File: src/hdl/msvm_pkg.sv
// msvm_pkg: shared types and constants for the match score view max block
// depends on nothing; used by every module of the block
package msvm_pkg;

    // widths of the payload fields
    localparam int DistW  = 24;
    localparam int AmbW   = 16;
    localparam int ScoreW = 33;
    localparam int CountW = 11;
    localparam int CfgW   = 24;

    // default match count limit
    localparam int MAX_MATCHES_DEF = 1024;

    // register indexes of the configuration port
    localparam logic CFG_MAX_DISTANCE  = 1'b0;
    localparam logic CFG_MAX_AMBIGUITY = 1'b1;

    // register reset values
    localparam logic [DistW-1:0] MaxDistanceRst  = 24'd65536;
    localparam logic [AmbW-1:0]  MaxAmbiguityRst = 16'd26214;

    // reciprocal 2^32/d: any d up to CapDistance clamps to RecipCap,
    // any larger d gives a quotient that fits in RecipW bits
    localparam int                RecipW      = 23;
    localparam logic [RecipW-1:0] RecipCap    = 23'd6553600;
    localparam logic [DistW-1:0]  CapDistance = 24'd655;
    localparam int                RemW        = DistW + 1;
    // upper part of the dividend 2^32 above the quotient bits
    localparam logic [RemW-1:0]   DivInit     = 25'd512;

    // saturation of the view sum, 1024 * 100.0 in Q.16
    localparam logic [ScoreW-1:0] SumCap = 33'd6710886400;

    // depth of the queue between front and back
    localparam int QDepth = 2;

    // one classified item handed from the front to the back
    typedef struct packed {
        logic             has_match;
        logic             good;
        logic [DistW-1:0] distance;
        logic             view_end;
        logic             model_end;
    } msvm_item_t;

endpackage

File: src/hdl/msvm_front.sv
// msvm_front: configuration registers and classification of incoming matches
// depends on msvm_pkg; feeds msvm_queue
module msvm_front
    import msvm_pkg::*;
(
    input  logic             clk,
    input  logic             rst_n,
    input  logic             in_valid,
    output logic             in_stall,
    input  logic             has_match,
    input  logic [DistW-1:0] distance,
    input  logic [AmbW-1:0]  ambiguity,
    input  logic             view_end,
    input  logic             model_end,
    input  logic             cfg_we,
    input  logic             cfg_index,
    input  logic [CfgW-1:0]  cfg_data,
    input  logic             q_full,
    output logic             q_push,
    output msvm_item_t       q_item
);

    logic [DistW-1:0] max_distance_reg, max_distance_next;
    logic [AmbW-1:0]  max_ambiguity_reg, max_ambiguity_next;
    logic             view_stopped_reg, view_stopped_next;
    logic             scored;
    logic             over;

    // configuration writes
    always_comb
    begin
        max_distance_next  = max_distance_reg;
        max_ambiguity_next = max_ambiguity_reg;
        if (cfg_we)
        begin
            unique case (cfg_index)
                CFG_MAX_DISTANCE:  max_distance_next  = cfg_data;
                CFG_MAX_AMBIGUITY: max_ambiguity_next = cfg_data[AmbW-1:0];
                default:           max_distance_next  = max_distance_reg;
            endcase
        end
    end

    // classify: a match is looked at unless the view stopped or it is ambiguous
    assign in_stall = q_full;
    assign q_push   = in_valid && !q_full;
    assign scored   = has_match && !view_stopped_reg && (ambiguity < max_ambiguity_reg);
    assign over     = distance > max_distance_reg;

    always_comb
    begin
        q_item.has_match = has_match;
        q_item.good      = scored && !over;
        q_item.distance  = distance;
        q_item.view_end  = view_end;
        q_item.model_end = view_end && model_end;
    end

    // view stop flag, cleared at each view end
    always_comb
    begin
        view_stopped_next = view_stopped_reg;
        if (q_push)
        begin
            if (view_end)
                view_stopped_next = 1'b0;
            else if (scored && over)
                view_stopped_next = 1'b1;
        end
    end

    always_ff @(posedge clk or negedge rst_n)
    begin
        if (!rst_n)
        begin
            max_distance_reg  <= MaxDistanceRst;
            max_ambiguity_reg <= MaxAmbiguityRst;
            view_stopped_reg  <= 1'b0;
        end
        else
        begin
            max_distance_reg  <= max_distance_next;
            max_ambiguity_reg <= max_ambiguity_next;
            view_stopped_reg  <= view_stopped_next;
        end
    end

endmodule

File: src/hdl/msvm_queue.sv
// msvm_queue: short fifo of classified items between front and back
// depends on msvm_pkg
module msvm_queue
    import msvm_pkg::*;
(
    input  logic       clk,
    input  logic       rst_n,
    input  logic       push,
    input  msvm_item_t push_item,
    output logic       full,
    input  logic       pop,
    output logic       not_empty,
    output msvm_item_t head
);

    localparam int PtrW = (QDepth > 1) ? $clog2(QDepth) : 1;
    localparam int CntW = $clog2(QDepth + 1);
    localparam logic [PtrW-1:0] LastPtr = PtrW'(QDepth - 1);
    localparam logic [CntW-1:0] FullCnt = CntW'(QDepth);

    msvm_item_t      mem_reg [QDepth];
    logic [PtrW-1:0] wr_ptr_reg, wr_ptr_next;
    logic [PtrW-1:0] rd_ptr_reg, rd_ptr_next;
    logic [CntW-1:0] cnt_reg, cnt_next;
    logic            do_push;
    logic            do_pop;

    assign full      = cnt_reg == FullCnt;
    assign not_empty = cnt_reg != '0;
    assign head      = mem_reg[rd_ptr_reg];
    assign do_push   = push && !full;
    assign do_pop    = pop && not_empty;

    // pointer and fill count update
    always_comb
    begin
        wr_ptr_next = wr_ptr_reg;
        rd_ptr_next = rd_ptr_reg;
        cnt_next    = cnt_reg;
        if (do_push)
            wr_ptr_next = (wr_ptr_reg == LastPtr) ? '0 : wr_ptr_reg + 1'b1;
        if (do_pop)
            rd_ptr_next = (rd_ptr_reg == LastPtr) ? '0 : rd_ptr_reg + 1'b1;
        if (do_push && !do_pop)
            cnt_next = cnt_reg + 1'b1;
        else if (do_pop && !do_push)
            cnt_next = cnt_reg - 1'b1;
    end

    always_ff @(posedge clk or negedge rst_n)
    begin
        if (!rst_n)
        begin
            wr_ptr_reg <= '0;
            rd_ptr_reg <= '0;
            cnt_reg    <= '0;
        end
        else
        begin
            wr_ptr_reg <= wr_ptr_next;
            rd_ptr_reg <= rd_ptr_next;
            cnt_reg    <= cnt_next;
        end
    end

    // storage
    always_ff @(posedge clk)
    begin
        if (do_push)
            mem_reg[wr_ptr_reg] <= push_item;
    end

endmodule

File: src/hdl/msvm_back.sv
// msvm_back: serial reciprocal, view accumulation and result register
// depends on msvm_pkg; drains msvm_queue
module msvm_back
    import msvm_pkg::*;
#(
    parameter int MAX_MATCHES = MAX_MATCHES_DEF
)
(
    input  logic              clk,
    input  logic              rst_n,
    input  logic              q_not_empty,
    input  msvm_item_t        q_head,
    output logic              q_pop,
    output logic              out_valid,
    input  logic              out_stall,
    output logic [ScoreW-1:0] view_score,
    output logic [CountW-1:0] good_count,
    output logic [CountW-1:0] total_count,
    output logic [ScoreW-1:0] model_score,
    output logic              last_of_model
);

    localparam int CountCapInt = (MAX_MATCHES > 2047) ? 2047 : MAX_MATCHES;
    localparam logic [CountW-1:0] CountCap = CountW'(CountCapInt);
    localparam int StepW = $clog2(RecipW);
    localparam logic [StepW-1:0] LastStep = StepW'(RecipW - 1);

    typedef enum logic [1:0] {ST_IDLE, ST_DIV, ST_ADD, ST_EMIT} state_t;

    state_t            state_reg;
    msvm_item_t        ent_reg;
    logic [RemW-1:0]   rem_reg;
    logic [RecipW-1:0] quo_reg;
    logic [StepW-1:0]  step_reg;
    logic [ScoreW-1:0] sum_reg;
    logic [ScoreW-1:0] best_reg;
    logic [CountW-1:0] good_reg;
    logic [CountW-1:0] all_reg;
    logic              out_valid_reg;
    logic [ScoreW-1:0] view_score_reg;
    logic [CountW-1:0] good_count_reg;
    logic [CountW-1:0] total_count_reg;
    logic [ScoreW-1:0] model_score_reg;
    logic              last_reg;

    logic [RemW-1:0]   rem_shift;
    logic              rem_ge;
    logic [ScoreW:0]   sum_wide;
    logic [ScoreW-1:0] sum_sat;
    logic [ScoreW-1:0] best_new;
    logic              out_free;

    // one restoring division step
    assign rem_shift = {rem_reg[RemW-2:0], 1'b0};
    assign rem_ge    = rem_shift >= {1'b0, ent_reg.distance};

    // saturating accumulate of the reciprocal
    assign sum_wide = {1'b0, sum_reg} + (ScoreW+1)'(quo_reg);
    assign sum_sat  = (sum_wide > {1'b0, SumCap}) ? SumCap : sum_wide[ScoreW-1:0];

    // running maximum including the closing view
    assign best_new = (sum_reg > best_reg) ? sum_reg : best_reg;

    assign out_free = !out_valid_reg || !out_stall;
    assign q_pop    = (state_reg == ST_IDLE) && q_not_empty;

    assign out_valid     = out_valid_reg;
    assign view_score    = view_score_reg;
    assign good_count    = good_count_reg;
    assign total_count   = total_count_reg;
    assign model_score   = model_score_reg;
    assign last_of_model = last_reg;

    // sequencer with accumulators and result register
    always_ff @(posedge clk or negedge rst_n)
    begin
        if (!rst_n)
        begin
            state_reg       <= ST_IDLE;
            ent_reg         <= '0;
            rem_reg         <= '0;
            quo_reg         <= '0;
            step_reg        <= '0;
            sum_reg         <= '0;
            best_reg        <= '0;
            good_reg        <= '0;
            all_reg         <= '0;
            out_valid_reg   <= 1'b0;
            view_score_reg  <= '0;
            good_count_reg  <= '0;
            total_count_reg <= '0;
            model_score_reg <= '0;
            last_reg        <= 1'b0;
        end
        else
        begin
            // result taken downstream, unless a new one replaces it
            if (out_valid_reg && !out_stall && (state_reg != ST_EMIT))
                out_valid_reg <= 1'b0;

            unique case (state_reg)
                ST_IDLE:
                begin
                    if (q_not_empty)
                    begin
                        ent_reg  <= q_head;
                        rem_reg  <= DivInit;
                        step_reg <= LastStep;
                        if (q_head.good && (q_head.distance > CapDistance))
                        begin
                            quo_reg   <= '0;
                            state_reg <= ST_DIV;
                        end
                        else
                        begin
                            quo_reg   <= RecipCap;
                            state_reg <= ST_ADD;
                        end
                    end
                end

                ST_DIV:
                begin
                    rem_reg  <= rem_ge ? rem_shift - {1'b0, ent_reg.distance} : rem_shift;
                    quo_reg  <= {quo_reg[RecipW-2:0], rem_ge};
                    step_reg <= step_reg - 1'b1;
                    if (step_reg == '0)
                        state_reg <= ST_ADD;
                end

                ST_ADD:
                begin
                    if (ent_reg.has_match && (all_reg < CountCap))
                        all_reg <= all_reg + 1'b1;
                    if (ent_reg.good)
                    begin
                        sum_reg <= sum_sat;
                        if (good_reg < CountCap)
                            good_reg <= good_reg + 1'b1;
                    end
                    state_reg <= ent_reg.view_end ? ST_EMIT : ST_IDLE;
                end

                ST_EMIT:
                begin
                    if (out_free)
                    begin
                        out_valid_reg   <= 1'b1;
                        view_score_reg  <= sum_reg;
                        good_count_reg  <= good_reg;
                        total_count_reg <= all_reg;
                        model_score_reg <= best_new;
                        last_reg        <= ent_reg.model_end;
                        best_reg        <= ent_reg.model_end ? '0 : best_new;
                        sum_reg         <= '0;
                        good_reg        <= '0;
                        all_reg         <= '0;
                        state_reg       <= ST_IDLE;
                    end
                end

                default:
                begin
                    state_reg <= ST_IDLE;
                end
            endcase
        end
    end

endmodule

File: src/hdl/match_score_view_max_top.sv
// a view end item with a good match above the clamp distance offers its result after
// acceptance via the queue, the back load, 23 divide steps, an add and an emit;
// the back takes a new item only from idle, so such a match holds it through the
// 23-step serial reciprocal divider; the emit waits while a stalled result is held
// reset: rst_n clears all view and model state, limits return to their defaults
// match_score_view_max_top: front, queue and back; depends on msvm_pkg
module match_score_view_max_top
    import msvm_pkg::*;
#(
    parameter int MAX_MATCHES = MAX_MATCHES_DEF
)
(
    input  logic              clk,
    input  logic              rst_n,
    input  logic              in_valid,
    output logic              in_stall,
    input  logic              has_match,
    input  logic [DistW-1:0]  distance,
    input  logic [AmbW-1:0]   ambiguity,
    input  logic              view_end,
    input  logic              model_end,
    output logic              out_valid,
    input  logic              out_stall,
    output logic [ScoreW-1:0] view_score,
    output logic [CountW-1:0] good_count,
    output logic [CountW-1:0] total_count,
    output logic [ScoreW-1:0] model_score,
    output logic              last_of_model,
    input  logic              cfg_we,
    input  logic              cfg_index,
    input  logic [CfgW-1:0]   cfg_data
);

    logic       q_full;
    logic       q_push;
    logic       q_pop;
    logic       q_not_empty;
    msvm_item_t q_item;
    msvm_item_t q_head;

    // classification front
    msvm_front u_front (
        .clk       (clk),
        .rst_n     (rst_n),
        .in_valid  (in_valid),
        .in_stall  (in_stall),
        .has_match (has_match),
        .distance  (distance),
        .ambiguity (ambiguity),
        .view_end  (view_end),
        .model_end (model_end),
        .cfg_we    (cfg_we),
        .cfg_index (cfg_index),
        .cfg_data  (cfg_data),
        .q_full    (q_full),
        .q_push    (q_push),
        .q_item    (q_item)
    );

    // decoupling queue
    msvm_queue u_queue (
        .clk       (clk),
        .rst_n     (rst_n),
        .push      (q_push),
        .push_item (q_item),
        .full      (q_full),
        .pop       (q_pop),
        .not_empty (q_not_empty),
        .head      (q_head)
    );

    // scoring back end
    msvm_back #(
        .MAX_MATCHES (MAX_MATCHES)
    ) u_back (
        .clk           (clk),
        .rst_n         (rst_n),
        .q_not_empty   (q_not_empty),
        .q_head        (q_head),
        .q_pop         (q_pop),
        .out_valid     (out_valid),
        .out_stall     (out_stall),
        .view_score    (view_score),
        .good_count    (good_count),
        .total_count   (total_count),
        .model_score   (model_score),
        .last_of_model (last_of_model)
    );

endmodule

File: config.mk
export PLATFORM = sky130hd
export DESIGN_NAME = match_score_view_max_top
export DESIGN_NICKNAME = d
export VERILOG_FILES = /design/src/hdl/msvm_pkg.sv /design/src/hdl/msvm_front.sv /design/src/hdl/msvm_queue.sv /design/src/hdl/msvm_back.sv /design/src/hdl/match_score_view_max_top.sv
export SDC_FILE = /design/constraint.sdc
export NUM_CORES = 1
export LEC_CHECK = 0
export ABC_AREA = 1
export BUFFER_PORTS_ARGS = -buffer_cell sky130_fd_sc_hd__buf_4
export CAP_MARGIN = 20
export CORE_MARGIN = 5
export CORE_UTILIZATION = 45
export DETAILED_ROUTE_END_ITERATION = 12
export GPL_TIMING_DRIVEN = 0
export MAX_ROUTING_LAYER = met4
export PLACE_DENSITY_LB_ADDON = 0.08
export RECOVER_POWER = 25
export SYNTH_ARGS = -nofsm -noshare
export SYNTH_HDL_FRONTEND = slang
export SYNTH_HIERARCHICAL = 1
export SYNTH_SLANG_ARGS = --single-unit
File: constraint.sdc
create_clock -name clk -period 2.82 [get_ports clk]
set_input_delay 0.564 -clock clk [delete_from_list [all_inputs] [get_ports clk]]
set_output_delay 0.564 -clock clk [all_outputs]
set_load 0.005 [all_outputs]
==> summary by stage <==
Placed design
Summing all placed instances gives a cell area of 22500 um2. The HPWL after detailed placement is 43900 um. Buffers placed on the I/O ports in this run total 163. The pre-CTS setup slack is -0.288 ns.

The last weighted congestion value of the routability-driven placer is 0.913.

Clock network
The number of sinks on the clock net is 361. The clock input transition at the sequential cells of the worst setup and hold paths is 0.06 ns. The number of H-tree levels is 2. The clock insertion delay at the later pin of the skew report is 0.55 ns. Buffers inserted during clock tree synthesis total 41. The CTS root buffer is clkbuf_16. The clock tree buffer depth is 3.

The TritonCTS clock tree is yes.

GRT
The initial antenna violation count is 1. The global-route wire length before repair is 92100 um. Entering global routing, the biggest net connects 100 pins.

The number of global-route vias before repair was 17300. The all-layer global routing usage is 23.3%. Global routing finished with a remaining overflow of 0.

Drt
The remaining design rule violation count is 0. The routed via count divided by cell count is 5.09. The count of routing violations after the opening detailed-route iteration is 1368.

The total met3 wirelength after detailed routing is 3330 um. The uppermost layer routed is met4. The met2 wirelength from detailed routing is 25500 um. The final layout contains routed wiring with a total length of 57000 um.

The number of nets with antenna violations after detailed routing is 0. After detailed routing, the wire length on met1 is 27100 um. The number of detailed-routing iterations run before antenna repair is 6. The number of vias in the routed layout is 17800. In the final routed layout, each cell accounts on average for 16.3 um.

Power and ir drop
The clock group share of total power is 20.4%. The net load switching power is 11.5 mW. After layout, the design draws a total of 26.2 mW. For this design the ratio of total power to cell area is 1080 nW/um2.

The internal power is 14.7 mW. The switching power as a share of total power is 44.0%. The part of the power in combinational logic is 49.4%.

The part of the total power dissipated in sequential elements is 30.1%. The maximum vdd ir drop is 542 uV. The leakage power total is 12.4 nW.

Final layout
The share of the core filled with cells is 53.8%. Cells with a size suffix above 1 make up 13.2% of the layout. The area growth from synthesis to layout is 18.8%. The layout net count is 3060. The number of filler instances in the final layout is 4379. With fillers left out, the area of the finished cells amounts to 24300 um2. The register with the most flip-flops in the layout has 56 of them.

Yosys
The async set-or-reset flop fraction in the synthesized netlist is 84.5%. The synthesized netlist devotes 25.2% of its cell area to simple gates. The synthesized instance count is 2634.

The mux cell area share after synthesis is 0.0490%. The mapped netlist covers 20400 um2. The most used flip-flop cell after synthesis is dfrtp_1.

Sorting the synthesized cells by how often they occur yields 834 x nand2_1, 392 x inv_1, 296 x dfrtp_1. By area the synthesized netlist is led by dfrtp_1 36%, nand2_1 15%, edfxtp_1 8.2%. The synthesized netlist devotes 1.28% of its cell area to XOR and XNOR gates. The netlist uses 54 different library cells. Synthesis produced a netlist with a net count of 2833. The largest family of logic cells by synthesized area is simple AND/OR/NAND/NOR gates.

The number of flops mapped to enable cells by yosys is 56. The synthesized design spends more area on one cell type than any other, namely dfrtp_1. Of the synthesized area, sequential elements account for 45.6%. The post-synthesis share of cell area spent on full adders, half adders and majority gates is 7.78%. The most repeated cell in the gate-level netlist after synthesis is nand2_1. In this run the biggest area consumer among cell types represents 36.2% of the synthesized area. The synthesized-area fraction occupied by ao, oa, aoi and oai cells is 9.89%. Averaged over all synthesized cells, the footprint is 7.76 um2. The number of warnings reported in the yosys synthesis log is 6. The synthesized design contains 361 register bits.

Status
The checks that failed: max-capacitance violations, max-slew violations, negative setup slack. The flow ran to the end, but the final reports show violations.

Die
The standard-cell row count is 78. For this design the top-level I/O count stands at 164. For this configuration, the core starts out at a cell density of 45.3%.

The floorplan die height is 223 um. The area of the core is 45200 um2. Measured along the x axis, the die boundary spans 223 um. The die covers 49800 um2.

Critical path
Data on the critical path arrives at its endpoint at 3.36 ns. The type of destination of the critical path is a register. The critical path in this run is classified as reg -> reg. The maximum net fanout on the critical path is 6.

The kind of start point of the critical path is a register. Data on the critical path is required at its endpoint by 3.30 ns.

Flow run
The tool flagged a number of max-cap violations equal to 1.

Timing
For the final database, setup skew stands at 0.0109 ns. The number of slew-limit violations in the final report came to 58. Measured against its own limit, the worst slew margin works out to -1.33%.

At the pin with the least slew margin, the transition time is 1.52 ns. The aggregate negative setup slack is -0.368 ns. Setup repair after global routing could not meet its margin everywhere.

Timing would allow up to 0.348 GHz. The final number of setup-violating endpoints is 10. After layout, the minimum clock period comes to 2.87 ns.

The final hold violation count was 0. The post-route fraction of the period consumed by the critical path is 102%. In the post-route analysis, the smallest setup slack over all paths is -0.0547 ns.

Hold path
The path class of the lowest-slack min-delay path is in -> reg.
-- cell type report --
type	instances	area, um2	area share (%)
clock inverter	15	154	0.634
timing repair buffer	184	1400	5.78
tap	600	751	3.09
sequential	361	9330	38.4
buffer	109	558	2.30
clock buffer	56	1200	4.93
antenna	1	2.50	0.0103
inverter	401	1510	6.21
multi-input combinational	1763	9390	38.6
-- layer usage --
metal,track usage [%],vias to the layer above
li1,-,8890
met1,33.6,8364
met2,35.2,431
met3,3.53,80
met4,5.24,0
met5,-,-
-- stage by stage --
step | cells | hold WS [ns]
2_1_floorplan | 2634 | 0.268
3_3_place_gp | 3397 | 0.437
3_5_place_dp | 3401 | 0.443
4_1_cts | 3480 | 0.239
5_1_grt | 3489 | 0.256
6_report | 3490 | 0.272
-- worst max-delay path, cell delays in order (launching register included) --
cell and delay [ns]:
dfrtp_1 0.42, ha_1 0.37, nand2_1 0.13, nor2_1 0.22, nand3_1 0.13, nand3_2 0.14, nand2_1 0.10, nand2_1 0.11
nand2_1 0.10, nand2_1 0.07, nand2_1 0.04, nand2_1 0.09, nand2_1 0.06, nor2_1 0.13, nand3_1 0.14, nand2_4 0.18
buf_6 0.13, buf_8 0.12, nand3_1 0.07, nand2_1 0.07
-- timing repair --
item | 4_1_cts | 5_1_grt
cloned | 2 | 0
resized for setup | 30 | 68
setup buffers | 5 | 9
hold buffers | 1 | 0
pin swaps | 9 | 20
setup endpoints to repair | 92 | 130
endpoints found under the hold margin | 56 | 0
-- cell families after synthesis --
group           after synthesis
simple gates               1229
flops                       361
mux                           1
buf+inv                     510
compound gates              377
xor+xnor                     30
fa+ha+maj                   126
-- power by group through the flow --
| stage | clock, mW | sequential (mW) | combinational (mW) |
|---|---|---|---|
| 2_1_floorplan | 0 | 7.68 | 8.40 |
| 3_3_place_gp | 0 | 7.92 | 12.1 |
| 3_5_place_dp | 0 | 7.95 | 12.4 |
| 4_1_cts | 5.51 | 7.90 | 12.6 |
| 5_1_grt | 5.75 | 8.07 | 14.6 |
| 6_report | 5.35 | 7.90 | 13.0 |
-- cell usage in the layout, fill, tap and decap left out, types with 8 or more instances in the layout --
cell type and n:
nand2_1 819, inv_1 388, dfrtp_1 294, o21ai_0 181, buf_4 153, nor2_1 126
nand3_1 125, ha_1 112, a21oi_1 108, clkbuf_1 98, edfxtp_1 56, nand4_1 52
clkbuf_16 42, nand2_2 23, clkbuf_4 22, o21ai_1 22, o22ai_1 20, nor3_1 20
xor2_1 15, nor2_2 14, nand3_2 14, xnor2_1 12, inv_2 10, ha_4 10
clkbuf_8 9, a31oi_1 9, dfstp_2 9, nand3b_1 8
-- final timing paths --
| path | from | slack (ns) | cells past startpoint | end |
|---|---|---|---|---|
| worst max register to register | u_back/sum_reg[8] | -0.05 | 19 | u_back/sum_reg[4] |
| worst min-delay path | cfg_data[22] | 0.27 | 3 | u_front/max_distance_reg[22] |
| min in group asynchronous | rst_n | 0.93 | 2 | u_back/rem_reg[16] |
| worst min register to register | u_back/good_reg[3] | 0.45 | 1 | u_back/good_reg[3] |
| worst max-delay path | u_back/sum_reg[8] | -0.05 | 19 | u_back/sum_reg[4] |
| max in group asynchronous | rst_n | 0.33 | 4 | u_back/model_score[26] |
(Power assumes the default switching activity.)
